## src/sv/dtds_pkg.sv

```systemverilog
package dtds_pkg;

  // Configuration port
  localparam int unsigned CfgIdxW  = 2;
  localparam int unsigned CfgDataW = 16;

  typedef enum logic [CfgIdxW-1:0] {
    CFG_TARGET_COUNT = 2'd0,
    CFG_WRAP_MARGIN  = 2'd1,
    CFG_POINT_MODE   = 2'd2
  } dtds_cfg_e;

  // Input item actions
  localparam logic ActOffer   = 1'b0;
  localparam logic ActRestart = 1'b1;

  // Register reset values
  localparam logic [7:0]  TargetReset = 8'd100;
  localparam logic [15:0] MarginReset = 16'd6554;
  localparam logic        PointReset  = 1'b0;

  // Attempt budget: target times factor, saturated to the counter range
  localparam logic [14:0] AttemptFactor = 15'd100;
  localparam logic [13:0] AttemptsMax   = 14'd16383;

  // Stored entry: x, y, radius
  localparam int unsigned EntryW = 48;

  typedef struct packed {
    logic        action;
    logic [15:0] cand_x;
    logic [15:0] cand_y;
    logic [15:0] cand_radius;
  } dtds_in_t;

  typedef struct packed {
    logic       accepted;
    logic [7:0] placed_count;
    logic       finished;
  } dtds_out_t;

  // Controller to datapath
  typedef struct packed {
    logic load;
    logic issue;
    logic store;
    logic use_attempt;
    logic restart;
    logic out_load;
  } dtds_cmd_t;

  // Datapath to controller
  typedef struct packed {
    logic restart_req;
    logic finished;
    logic table_empty;
    logic last_issue;
    logic pipe_busy;
    logic hit;
    logic out_free;
  } dtds_sts_t;

  function automatic logic [13:0] reload_attempts(input logic [7:0] target);
    logic [14:0] prod;
    prod = 15'(target) * AttemptFactor;
    if (prod > 15'(AttemptsMax)) begin
      return AttemptsMax;
    end else begin
      return prod[13:0];
    end
  endfunction

endpackage

```

## src/sv/dtds_ctrl.sv

```systemverilog
module dtds_ctrl (
  input  logic                clk_i,
  input  logic                rst_ni,
  input  logic                in_valid_i,
  output logic                in_stall_o,
  input  dtds_pkg::dtds_sts_t sts_i,
  output dtds_pkg::dtds_cmd_t cmd_o
);
  import dtds_pkg::*;

  typedef enum logic [5:0] {
    ST_IDLE   = 6'b000001,
    ST_CHECK  = 6'b000010,
    ST_SWEEP  = 6'b000100,
    ST_DRAIN  = 6'b001000,
    ST_COMMIT = 6'b010000,
    ST_REPLY  = 6'b100000
  } state_e;

  state_e state_q, state_d;

  // Take a new item only when no item is in flight
  assign in_stall_o = (state_q != ST_IDLE);

  // Sequence one item: route, sweep the table, commit, hand off the result
  always_comb begin
    state_d = state_q;
    cmd_o   = '0;
    case (state_q)
      ST_IDLE: begin
        if (in_valid_i) begin
          cmd_o.load = 1'b1;
          state_d    = ST_CHECK;
        end
      end
      ST_CHECK: begin
        if (sts_i.restart_req || sts_i.finished || sts_i.table_empty) begin
          state_d = ST_COMMIT;
        end else begin
          state_d = ST_SWEEP;
        end
      end
      ST_SWEEP: begin
        cmd_o.issue = 1'b1;
        if (sts_i.last_issue) begin
          state_d = ST_DRAIN;
        end
      end
      ST_DRAIN: begin
        if (!sts_i.pipe_busy) begin
          state_d = ST_COMMIT;
        end
      end
      ST_COMMIT: begin
        if (sts_i.restart_req) begin
          cmd_o.restart = 1'b1;
        end else if (!sts_i.finished) begin
          cmd_o.use_attempt = 1'b1;
          cmd_o.store       = !sts_i.hit;
        end
        state_d = ST_REPLY;
      end
      ST_REPLY: begin
        if (sts_i.out_free) begin
          cmd_o.out_load = 1'b1;
          state_d        = ST_IDLE;
        end
      end
      default: begin
        state_d = ST_IDLE;
      end
    endcase
  end

  always_ff @(posedge clk_i or negedge rst_ni) begin
    if (!rst_ni) begin
      state_q <= ST_IDLE;
    end else begin
      state_q <= state_d;
    end
  end

endmodule

```

## config.mk

```make
export PLATFORM = sky130hd
export DESIGN_NAME = dtds_ctrl
export DESIGN_NICKNAME = d
export VERILOG_FILES = /design/src/sv/dtds_pkg.sv /design/src/sv/dtds_ctrl.sv
export SDC_FILE = /design/constraint.sdc
export NUM_CORES = 1
export LEC_CHECK = 0
export ABC_AREA = 1
export BUFFER_PORTS_ARGS = -buffer_cell sky130_fd_sc_hd__clkbuf_2
export CAP_MARGIN = 0
export CORE_AREA = 3 3 40 42
export CTS_CLUSTER_SIZE = 28
export DETAILED_ROUTE_END_ITERATION = 8
export DIE_AREA = 0 0 43 45
export PLACE_DENSITY_LB_ADDON = 0.12
export SETUP_SLACK_MARGIN = 0.4
export SLEW_MARGIN = 25
export SYNTH_ARGS = -nofsm -noshare
export SYNTH_HDL_FRONTEND = slang
export SYNTH_SLANG_ARGS = --single-unit
```

## constraint.sdc

```tcl
create_clock -name clk_i -period 1.3 [get_ports clk_i]
set_input_delay 0 -clock clk_i [delete_from_list [all_inputs] [get_ports clk_i]]
set_output_delay 0 -clock clk_i [all_outputs]
set_load 0.03 [all_outputs]
```

=== After elaboration in Yosys (flattened, before gate mapping) ===
Index checks and enable logic that the tools add are counted.
Widths: inputs -> output; s select.

* Muxes and demuxes: 15
* Reductions and logical operators: 4
* Eq/ne operators: 11

{| class="wikitable"
|+ Operators by type and width
! kind !! count
|-
| $pmux 6 s6 || 1
|-
| $mux 6 || 4
|-
| $ne 2x2->1 const B || 4
|-
| $eq 6x1->1 const B || 1
|-
| $eq 6x2->1 const B || 1
|-
| $eq 6x3->1 const B || 1
|-
| $eq 6x4->1 const B || 1
|-
| $eq 6x5->1 const B || 1
|-
| $eq 6x6->1 const B || 1
|-
| $mux 1 || 6
|-
| $ne 6x1->1 const B || 1
|-
| $mux 5 || 1
|-
| $mux 2 || 2
|-
| $reduce_and 4->1 || 1
|-
| $mux 3 || 1
|-
| $logic_or 1x1->1 || 2
|-
| $logic_not 1->1 || 1
|}

* Register bits after elaboration: 6
* Output and inout port bits: 7
* Input port bits: 10
* Word-level logic and storage cells: 31

=== Logic depth before layout (Yosys ltp) ===
Gate-level depths: netlist of run 1.

* Depth in word-level cells: 4
* Mapped depth: 7
* Mapped depth without buffers: 7

=== Worst setup path before layout of run 1 ===
OpenSTA, ideal clock, no wires.

* Kind: reg2out
* From: register state_q[3]
* To: output port cmd_o[2] in the netlist's numbering
* Buffers on the path: 0
* Slack: -0.068 ns
* Stages on the path, launching flop included: 4
* Required time: 1.300 ns
* Data arrival time: 1.368 ns
* Cell sequence: dfrtp_1 -> nor2_4 -> nand3_2 -> nor3_1

{| class="wikitable"
|+ RTL lines
! what !! RTL line !! RTL
|-
| from (decl) || dtds_ctrl.sv:20 || <nowiki>state_e state_q, state_d;</nowiki>
|-
| from (signal assigned) || dtds_ctrl.sv:79 || <nowiki>state_q <= state_d;</nowiki>
|-
| to (decl) || dtds_ctrl.sv:7 || <nowiki>output dtds_pkg::dtds_cmd_t cmd_o</nowiki>
|}

=== Worst setup path in the final report of run 1 ===
* From: register state_q[0]
* To: register state_q[3]

* Cells in the longest elaborated chain, start to end: 3
* Elaborated cells between the ends (all ways): 12
* Classes of those cells: eq/ne: 10; mux: 1; reduce/logical: 1

{| class="wikitable"
|+ RTL lines
! what !! RTL line !! RTL
|-
| $eq 6x3->1 (tied with other cells) || dtds_ctrl.sv:29 || <nowiki>case (state_q)</nowiki>
|-
| $ne 2x2->1 (no source line) || n/a ||
|-
| $reduce_and 4->1 (no source line) || n/a ||
|}

Parallel ways exist; a longest one is shown, timed or not.
A chain may end at the register's enable or synchronous reset.

==> results.json, run 1 <==
{
  "ys_types": 16,
  "drtIter0Drc": 1,
  "tightest_slew_ns": 0.279,
  "maxSlewHeadroom": 0.813,
  "htree_levels": 1,
  "gp_congestion": 0.906,
  "synth_cells": 58,
  "required_ns": 1.50,
  "dr.pass1.iters": 4,
  "nNetsFinal": 106,
  "synth-seq-cells": 6,
  "worstSetupPathType": "flip-flop to flip-flop",
  "globalRouteTotalUtil": 0.162,
  "utilization": 0.679,
  "synthesis.nets": 68,
  "leakagePower_uw": 0.000433,
  "period_needed_ns": 1.41,
  "synth_top_area_frac": 0.295,
  "grt_pass1_vias": 535,
  "yosys.area.top_type": "dfrtp_1",
  "max_freq_mhz": 708,
  "grt-ovfl-total": 0,
  "grt_pass1_wl_um": 2200,
  "antenna_found_initial": 0,
  "reg2reg_from": "state_q[0]$_DFFE_PN1P_",
  "dp.final_hpwl_um": 864,
  "vias": 512,
  "area_delta_synth_final_pct": 106,
  "clkTransAtPathRegs_ns": 0.05,
  "wl_per_cell_um": 12.1,
  "grt_max_degree": 7,
  "max_flop_register": "state_q",
  "cts-root-buf": "clkbuf_4",
  "drc": 0,
  "timing.rr.end": "state_q[3]$_DFFE_PN0P_",
  "reg2reg_depth": 8,
  "largestRegisters": "state_q: 6 flops",
  "layout_commonest_cell": "buf_4",
  "ios": 17,
  "final_cell_mix": "buf_4 (11), inv_1 (9), clkbuf_2 (9), nor2_4 (8), nand2_1 (8)",
  "hold_end": "state_q[2]$_DFFE_PN0P_",
  "seq_area_frac_synth": 0.357,
  "setup_viol": 6,
  "irDropWorstVdd_uv": 903,
  "rsz0062_at_grt": "yes",
  "die_w_um": 43,
  "drive_gt1_frac": 0.621,
  "drt-total-wl_um": 1340,
  "synth_area_sq_um": 424,
  "endpoint_kind": "flip-flop",
  "powerDensity_nw_per_um2": 1660,
  "yosysWarnings": 0,
  "period_share": 1.09,
  "finClkSkew_ns": 0.00809,
  "holdPathStages": 4,
  "cts.sinks": 6,
  "hold_path.class": "primary input to flip-flop",
  "synth_area_leaders": "dfrtp_1 (29%), inv_1 (8.8%), nand2_1 (8.8%), nor2_1 (8.8%), nor2_4 (8.0%)",
  "hold_ws_ns": 0.0391,
  "core_sq_um": 1280,
  "drtAntennaViolNets": 0,
  "rrSetupSlack_ns": -0.11,
  "port-buffer-count": 16,
  "fp.dieArea_sq_um": 1940,
  "clockBufferDepth": 2,
  "cts_tree": "done",
  "worst_hold_startpoint": "sts_i[4]",
  "syn_avg_cell_area_sq_um": 7.31,
  "hold_violations": 0,
  "setup_ws_ns": -0.113,
  "largest_register_ffs": 6,
  "cp.arrival_ns": 1.61,
  "crit_fanout": 3,
  "status": "finished with violations",
  "slew_violations": 0,
  "die_y_um": 45,
  "nFillCells": 111,
  "insertion_delay_ns": 0.26,
  "num_rows": 13,
  "diodes": 0,
  "drv_cap": 0,
  "worstSetupStartpointType": "flip-flop",
  "post_drt_via_cell_ratio": 4.65,
  "cts_made_buffers": 3,
  "initial_utilization": 0.330,
  "violations": "negative setup slack"
}
stage by stage:
step	total power [uW]	std cells	TNS [ns]	area [sq um]	setup slack (ns)
3_5_place_dp	869	89	0	591	0.0304
6_report	1440	110	-0.386	872	-0.113
4_1_cts	1300	105	-0.316	793	-0.108
5_1_grt	1560	110	-1.02	872	-0.183
3_3_place_gp	873	89	0	591	0.0637
2_1_floorplan	738	58	0	492	0.153
metal layers:
metal,vias up,wire length [um],global-route usage
met5,-,0,0
met4,0,70,0.145
met3,4,59,0.0319
met2,14,701,0.269
met1,236,504,0.176
li1,258,-,-
power breakdown:
part	leakage, uW	switching, uW	internal (uW)
clock network	0.0000150	80.1	117
registers	0.0000778	51.1	248
logic	0.000340	500	448
total	0.000433	631	813
layout make-up:
cell class                      count  area, sq um  area share
Timing Repair Buffer               34          304       0.349
Multi-Input combinational cell     40          329       0.377
Inverter                           11         41.3      0.0473
Tap cell                           15         18.8      0.0215
Sequential cell                     6          153       0.175
Clock buffer                        4         26.3      0.0301
repair_timing:
item | in CTS | in global routing
cloned | 0 | 0
endpoints found under the setup margin | 13 | 13
buffers inserted | 9 | 5
resized for setup | 21 | 13
pin swaps | 8 | 10
hold buffers | 3 | 0
endpoints found under the hold margin | 8 | 0
kinds of logic after synthesis:
kind of cell / after synthesis / synth area share
AOI/OAI and AO/OA: 1 / 0.0118
buffers and inverters: 12 / 0.115
DFF: 6 / 0.357
and+or+nand+nor: 39 / 0.516
worst max-delay path by stage:
| stage | slack, ns | cells past startpoint | startpoint | endpoint |
|---|---|---|---|---|
| after detailed placement | 0.03 | 7 | state_q[0]$_DFFE_PN1P_ | state_q[3]$_DFFE_PN0P_ |
| after floorplan | 0.15 | 4 | state_q[0]$_DFFE_PN1P_ | cmd_o[5] |
| after global routing | -0.18 | 8 | state_q[0]$_DFFE_PN1P_ | state_q[0]$_DFFE_PN1P_ |
| after global placement | 0.06 | 7 | state_q[0]$_DFFE_PN1P_ | state_q[3]$_DFFE_PN0P_ |
| final | -0.11 | 8 | state_q[0]$_DFFE_PN1P_ | state_q[3]$_DFFE_PN0P_ |
| after CTS | -0.11 | 4 | state_q[2]$_DFFE_PN0P_ | cmd_o[3] |
worst max-delay path: stages (launching register included):
cell	delay (ns)
dfstp_2	0.56
nor2_4	0.05
buf_4	0.14
buf_4	0.13
nand4_1	0.13
nand2_2	0.09
nor2_2	0.13
nand2_1	0.07
nand2_1	0.06
cells in the mapped netlist:
library cell  number
buf_4              1
dfstp_2            1
nand3_1            4
nor2_1            10
o21ai_1            1
nor2_4             3
inv_1             10
nand2_1           10
nand4_1            5
nor3_2             1
nor2_2             1
nand3_2            2
inv_2              1
nor3_1             2
nor4_2             1
dfrtp_1            5
(Power assumes the default switching activity.)
==> run 2, diff against run 1 <==
CORE_AREA = 2 2 39 41   (was 3 3 40 42)
DIE_AREA = 0 0 41 43   (was 0 0 43 45)
==> results.json, run 2 (same netlist as run 1, synthesis figures left out) <==
{
  "multi_input_area_sq_um": 314,
  "core_sq_um": 1380,
  "nNetsFinal": 101,
  "drc": 0,
  "crit_fanout": 6,
  "final_cell_mix": "inv_1 (9), clkbuf_2 (9), nand2_1 (8), buf_4 (7), nor2_4 (6)",
  "cts_made_buffers": 3,
  "num_rows": 14,
  "setup_viol": 6,
  "path_buf_inv": 1,
  "required_ns": 1.30,
  "reg2reg_depth": 6,
  "worst_hold_startpoint": "sts_i[4]",
  "globalRouteTotalUtil": 0.183,
  "dr.pass1.iters": 4,
  "slew_violations": 0,
  "hold_end": "state_q[2]$_DFFE_PN0P_",
  "nFillCells": 131,
  "cts-root-buf": "clkbuf_4",
  "finClkSkew_ns": 0.00598,
  "die_w_um": 41,
  "cts_tree": "done",
  "clkTransAtPathRegs_ns": 0.05,
  "drive_gt1_frac": 0.611,
  "ios": 17,
  "grt_pass1_wl_um": 2120,
  "drt-total-wl_um": 1220,
  "slowest_delay_ns": 0.42,
  "setup_ws_ns": -0.125,
  "insertion_delay_ns": 0.26,
  "rsz0062_at_grt": "yes",
  "grt-ovfl-total": 0,
  "initial_utilization": 0.307,
  "port-buffer-count": 16,
  "timing.rr.end": "state_q[3]$_DFFE_PN0P_",
  "critical_path.cell_chain": "nor2_4, nand3_4, nor4_4, clkbuf_8",
  "placed_cells": 90,
  "hold_violations": 0,
  "seq_area_sq_um": 153,
  "wl_per_cell_um": 11.5,
  "hold_path.class": "primary input to flip-flop",
  "violations": "negative setup slack",
  "period_share": 1.10,
  "endpoint_kind": "primary output",
  "leakagePower_uw": 0.000404,
  "irDropWorstVdd_uv": 1050,
  "drv_cap": 0,
  "area_delta_synth_final_pct": 92.3,
  "cp.arrival_ns": 1.42,
  "reg2reg_from": "state_q[5]$_DFFE_PN0P_",
  "gp_congestion": 0.813,
  "instances_no_fill": 106,
  "antenna_found_initial": 0,
  "post_drt_via_cell_ratio": 4.78,
  "grt_max_degree": 7,
  "largest_register_ffs": 6,
  "maxSlewHeadroom": 0.844,
  "fin_area_sq_um": 816,
  "clockBufferDepth": 2,
  "critPathSlowestCell": "dfrtp_1",
  "tns_ns": -0.447,
  "max_freq_mhz": 702,
  "largestRegisters": "state_q: 6 flops",
  "cts.sinks": 6,
  "rrSetupSlack_ns": 0,
  "drtIter0Drc": 12,
  "worstSetupStartpointType": "flip-flop",
  "htree_levels": 1,
  "grt_pass1_vias": 514,
  "dp.final_hpwl_um": 788,
  "place_area_sq_um": 592,
  "diodes": 0,
  "fp.dieArea_sq_um": 1760,
  "die_y_um": 43,
  "holdPathStages": 4,
  "worstSetupPathType": "flip-flop to primary output",
  "vias": 507,
  "powerDensity_nw_per_um2": 1610,
  "drtAntennaViolNets": 0,
  "crit_family": "simple AND/OR/NAND/NOR gates",
  "status": "finished with violations",
  "max_flop_register": "state_q",
  "tightest_slew_ns": 0.232,
  "period_needed_ns": 1.42
}
## run 2: changes by cell type in the layout (fill, tap and decap cells not counted), moves of 2 or more
cell / delta
nand3_2: +2
buf_8: -2
nor2_4: -2
buf_4: -4
clkbuf_8: +2
## run 2: worst max path at each step
stage,cells after the start,from,to
after floorplan,4,state_q[0]$_DFFE_PN1P_,cmd_o[5]
after global placement,7,state_q[0]$_DFFE_PN1P_,state_q[3]$_DFFE_PN0P_
after detailed placement,7,state_q[0]$_DFFE_PN1P_,state_q[3]$_DFFE_PN0P_
after CTS,4,state_q[2]$_DFFE_PN0P_,cmd_o[3]
after global routing,4,state_q[3]$_DFFE_PN0P_,cmd_o[3]
final,4,state_q[3]$_DFFE_PN0P_,cmd_o[3]
## run 2: worst min-delay path: stages
cell and delay [ns]:
clkbuf_2 0.07, nor3_1 0.04, inv_1 0.04, o21ai_1 0.06
## run 2: repair_timing
action	4_1_cts	5_1_grt
endpoints found under the hold margin	7	0
resized for setup	23	6
setup buffers	7	3
hold buffers	2	0
cloned	0	0
endpoints found under the setup margin	13	13
pin swaps	9	9
## run 2: final cells by class
type                       instances  area share
clock buffer                       4      0.0322
inverter                          11      0.0506
multi-input combinational         40       0.385
sequential                         6       0.187
tap                               16      0.0245
timing repair buffer              29       0.321
## run 2: where the power goes
group	internal (uW)	leakage (uW)	switching, uW
clock	117	0.0000150	83.4
combinational	359	0.000311	448
sequential	248	0.0000778	55.4
total	724	0.000404	587
## run 2: per-stage QoR
step | utilization | power [uW] | worst slack (ns) | hold WS, ns
2_1_floorplan | - | 738 | 0.153 | -0.296
3_3_place_gp | 0.428 | 861 | 0.0739 | -0.159
3_5_place_dp | 0.428 | 856 | 0.0809 | -0.162
4_1_cts | 0.563 | 1270 | -0.126 | 0.0100
5_1_grt | 0.590 | 1400 | -0.192 | 0.0403
6_report | 0.590 | 1310 | -0.125 | 0.00589
## run 2: routing by layer
layer,share of wire,track usage,vias to the layer above
met5,0,0,-
met4,0.034,0.140,0
met3,0.065,0.0209,5
met2,0.54,0.297,22
met1,0.36,0.201,230
li1,-,-,250
==> run 3, diff against run 2 <==
--- a/constraint.sdc
+++ b/constraint.sdc
@@ -3,2 +3,2 @@
 set_output_delay 0 -clock clk_i [all_outputs]
-set_load 0.03 [all_outputs]
+set_load 0.02 [all_outputs]
==> results.json, run 3 (same netlist as run 1, synthesis figures left out) <==
{
  "worst_hold_startpoint": "in_valid_i",
  "antenna_found_initial": 0,
  "max_flop_register": "state_q",
  "vias": 505,
  "grt_pass1_vias": 427,
  "wl_per_cell_um": 11.5,
  "hold_path.class": "primary input to flip-flop",
  "period_share": 1.02,
  "cp.arrival_ns": 1.33,
  "irDropWorstVdd_uv": 809,
  "insertion_delay_ns": 0.26,
  "critPathSlowestCell": "dfrtp_1",
  "hold_ws_ns": 0.00259,
  "nFillCells": 129,
  "grt_pass1_wl_um": 1700,
  "rsz0062_at_grt": "yes",
  "cts_made_buffers": 3,
  "multi_input_area_sq_um": 305,
  "timing.rr.end": "state_q[3]$_DFFE_PN0P_",
  "drt-total-wl_um": 1220,
  "path_buf_inv": 1,
  "globalRouteTotalUtil": 0.146,
  "largestRegisters": "state_q: 6 flops",
  "clockBufferDepth": 2,
  "hold_violations": 0,
  "rrSetupSlack_ns": 0.01,
  "leakagePower_uw": 0.000393,
  "cts-root-buf": "clkbuf_4",
  "grt_max_degree": 8,
  "worstSetupStartpointType": "flip-flop",
  "reg2reg_from": "state_q[3]$_DFFE_PN0P_",
  "status": "finished with violations",
  "hold_end": "state_q[1]$_DFFE_PN0P_",
  "layout_commonest_cell": "buf_4",
  "grt-ovfl-total": 0,
  "largest_register_ffs": 6,
  "core_sq_um": 1380,
  "setup_ws_ns": -0.0283,
  "num_rows": 14,
  "dp.final_hpwl_um": 782,
  "dr.pass1.iters": 4,
  "drive_gt1_frac": 0.611,
  "port-buffer-count": 16,
  "gp_congestion": 0.721,
  "area_delta_synth_final_pct": 84.7,
  "powerDensity_nw_per_um2": 1630,
  "crit_fanout": 4,
  "tightest_slew_ns": 0.332,
  "ios": 17,
  "nNetsFinal": 101,
  "dpl_worst_slack_ns": 0.0624,
  "drtIter0Drc": 10,
  "setup_viol": 3,
  "required_ns": 1.30,
  "maxSlewHeadroom": 0.777,
  "slowest_delay_ns": 0.40,
  "diodes": 0,
  "die_w_um": 41,
  "max_freq_mhz": 753,
  "post_drt_via_cell_ratio": 4.76,
  "drtAntennaViolNets": 0,
  "cts_tree": "done",
  "drc": 0,
  "startpoint": "state_q[3]$_DFFE_PN0P_",
  "violations": "negative setup slack",
  "period_needed_ns": 1.33,
  "die_y_um": 43,
  "cts.sinks": 6,
  "clkTransAtPathRegs_ns": 0.05,
  "final_cell_mix": "buf_4 (10), inv_1 (9), clkbuf_2 (9), nand2_1 (8)",
  "critical_path.cell_chain": "nor2_4, nand3_4, nor4_4, buf_4",
  "worstSetupPathType": "flip-flop to primary output",
  "fp.dieArea_sq_um": 1760,
  "initial_utilization": 0.307,
  "seq_area_sq_um": 153,
  "slew_violations": 0,
  "endpoint_kind": "primary output",
  "htree_levels": 1,
  "reg2reg_depth": 7,
  "crit_family": "simple AND/OR/NAND/NOR gates",
  "drv_cap": 0,
  "holdPathStages": 3,
  "finClkSkew_ns": 0.00728
}
==> run 3: metrics by stage <==
step	setup TNS, ns	power, uW	utilization	std cells	cell area [sq um]
2_1_floorplan	0	678	-	58	463
3_3_place_gp	0	797	0.401	89	556
3_5_place_dp	0	798	0.401	89	556
4_1_cts	-0.0841	1120	0.505	102	698
5_1_grt	-0.478	1360	0.566	106	783
6_report	-0.0672	1280	0.566	106	783
==> run 3: layer usage <==
metal / wire (um) / global-route usage / vias up / part of all wire
li1: - / - / 253 / -
met1: 457 / 0.169 / 224 / 0.38
met2: 666 / 0.234 / 24 / 0.55
met3: 61 / 0.0157 / 4 / 0.050
met4: 32 / 0.100 / 0 / 0.026
met5: 0 / 0 / - / 0
==> run 3: power by group <==
group / internal (uW) / switching, uW / total, uW
Clock: 117 / 84.8 / 202
Sequential: 248 / 56.7 / 304
Combinational: 357 / 417 / 774
Total: 721 / 559 / 1280
==> run 3: worst reg2reg max path, delay by kind of cell, from the launching register on <==
family | cells | cell delay (ns)
buffers and inverters | 1 | 0.15
flip-flops | 1 | 0.40
AND/OR/NAND/NOR | 6 | 0.63
==> run 3: cell type report <==
type,instances,share of cell area
flip-flops and latches,6,0.195
clock buffers,4,0.0335
multi-input cells,40,0.390
well taps,16,0.0256
repair buffers,29,0.304
inverters,11,0.0527
==> run 3: how the worst max path moves through the flow <==
| stage | end | slack (ns) | cells past startpoint |
|---|---|---|---|
| after floorplan | state_q[3]$_DFFE_PN0P_ | 0.16 | 7 |
| after global placement | state_q[3]$_DFFE_PN0P_ | 0.04 | 7 |
| after detailed placement | state_q[3]$_DFFE_PN0P_ | 0.06 | 7 |
| after CTS | cmd_o[5] | -0.04 | 5 |
| after global routing | state_q[4]$_DFFE_PN0P_ | -0.09 | 6 |
| final | cmd_o[3] | -0.03 | 4 |
==> run 3: timing repair <==
item | in CTS | in global routing
pin swaps | 4 | 12
endpoints found under the hold margin | 6 | 0
resized for setup | 14 | 21
setup buffers | 8 | 4
endpoints found under the setup margin | 13 | 13
hold buffers | 1 | 0
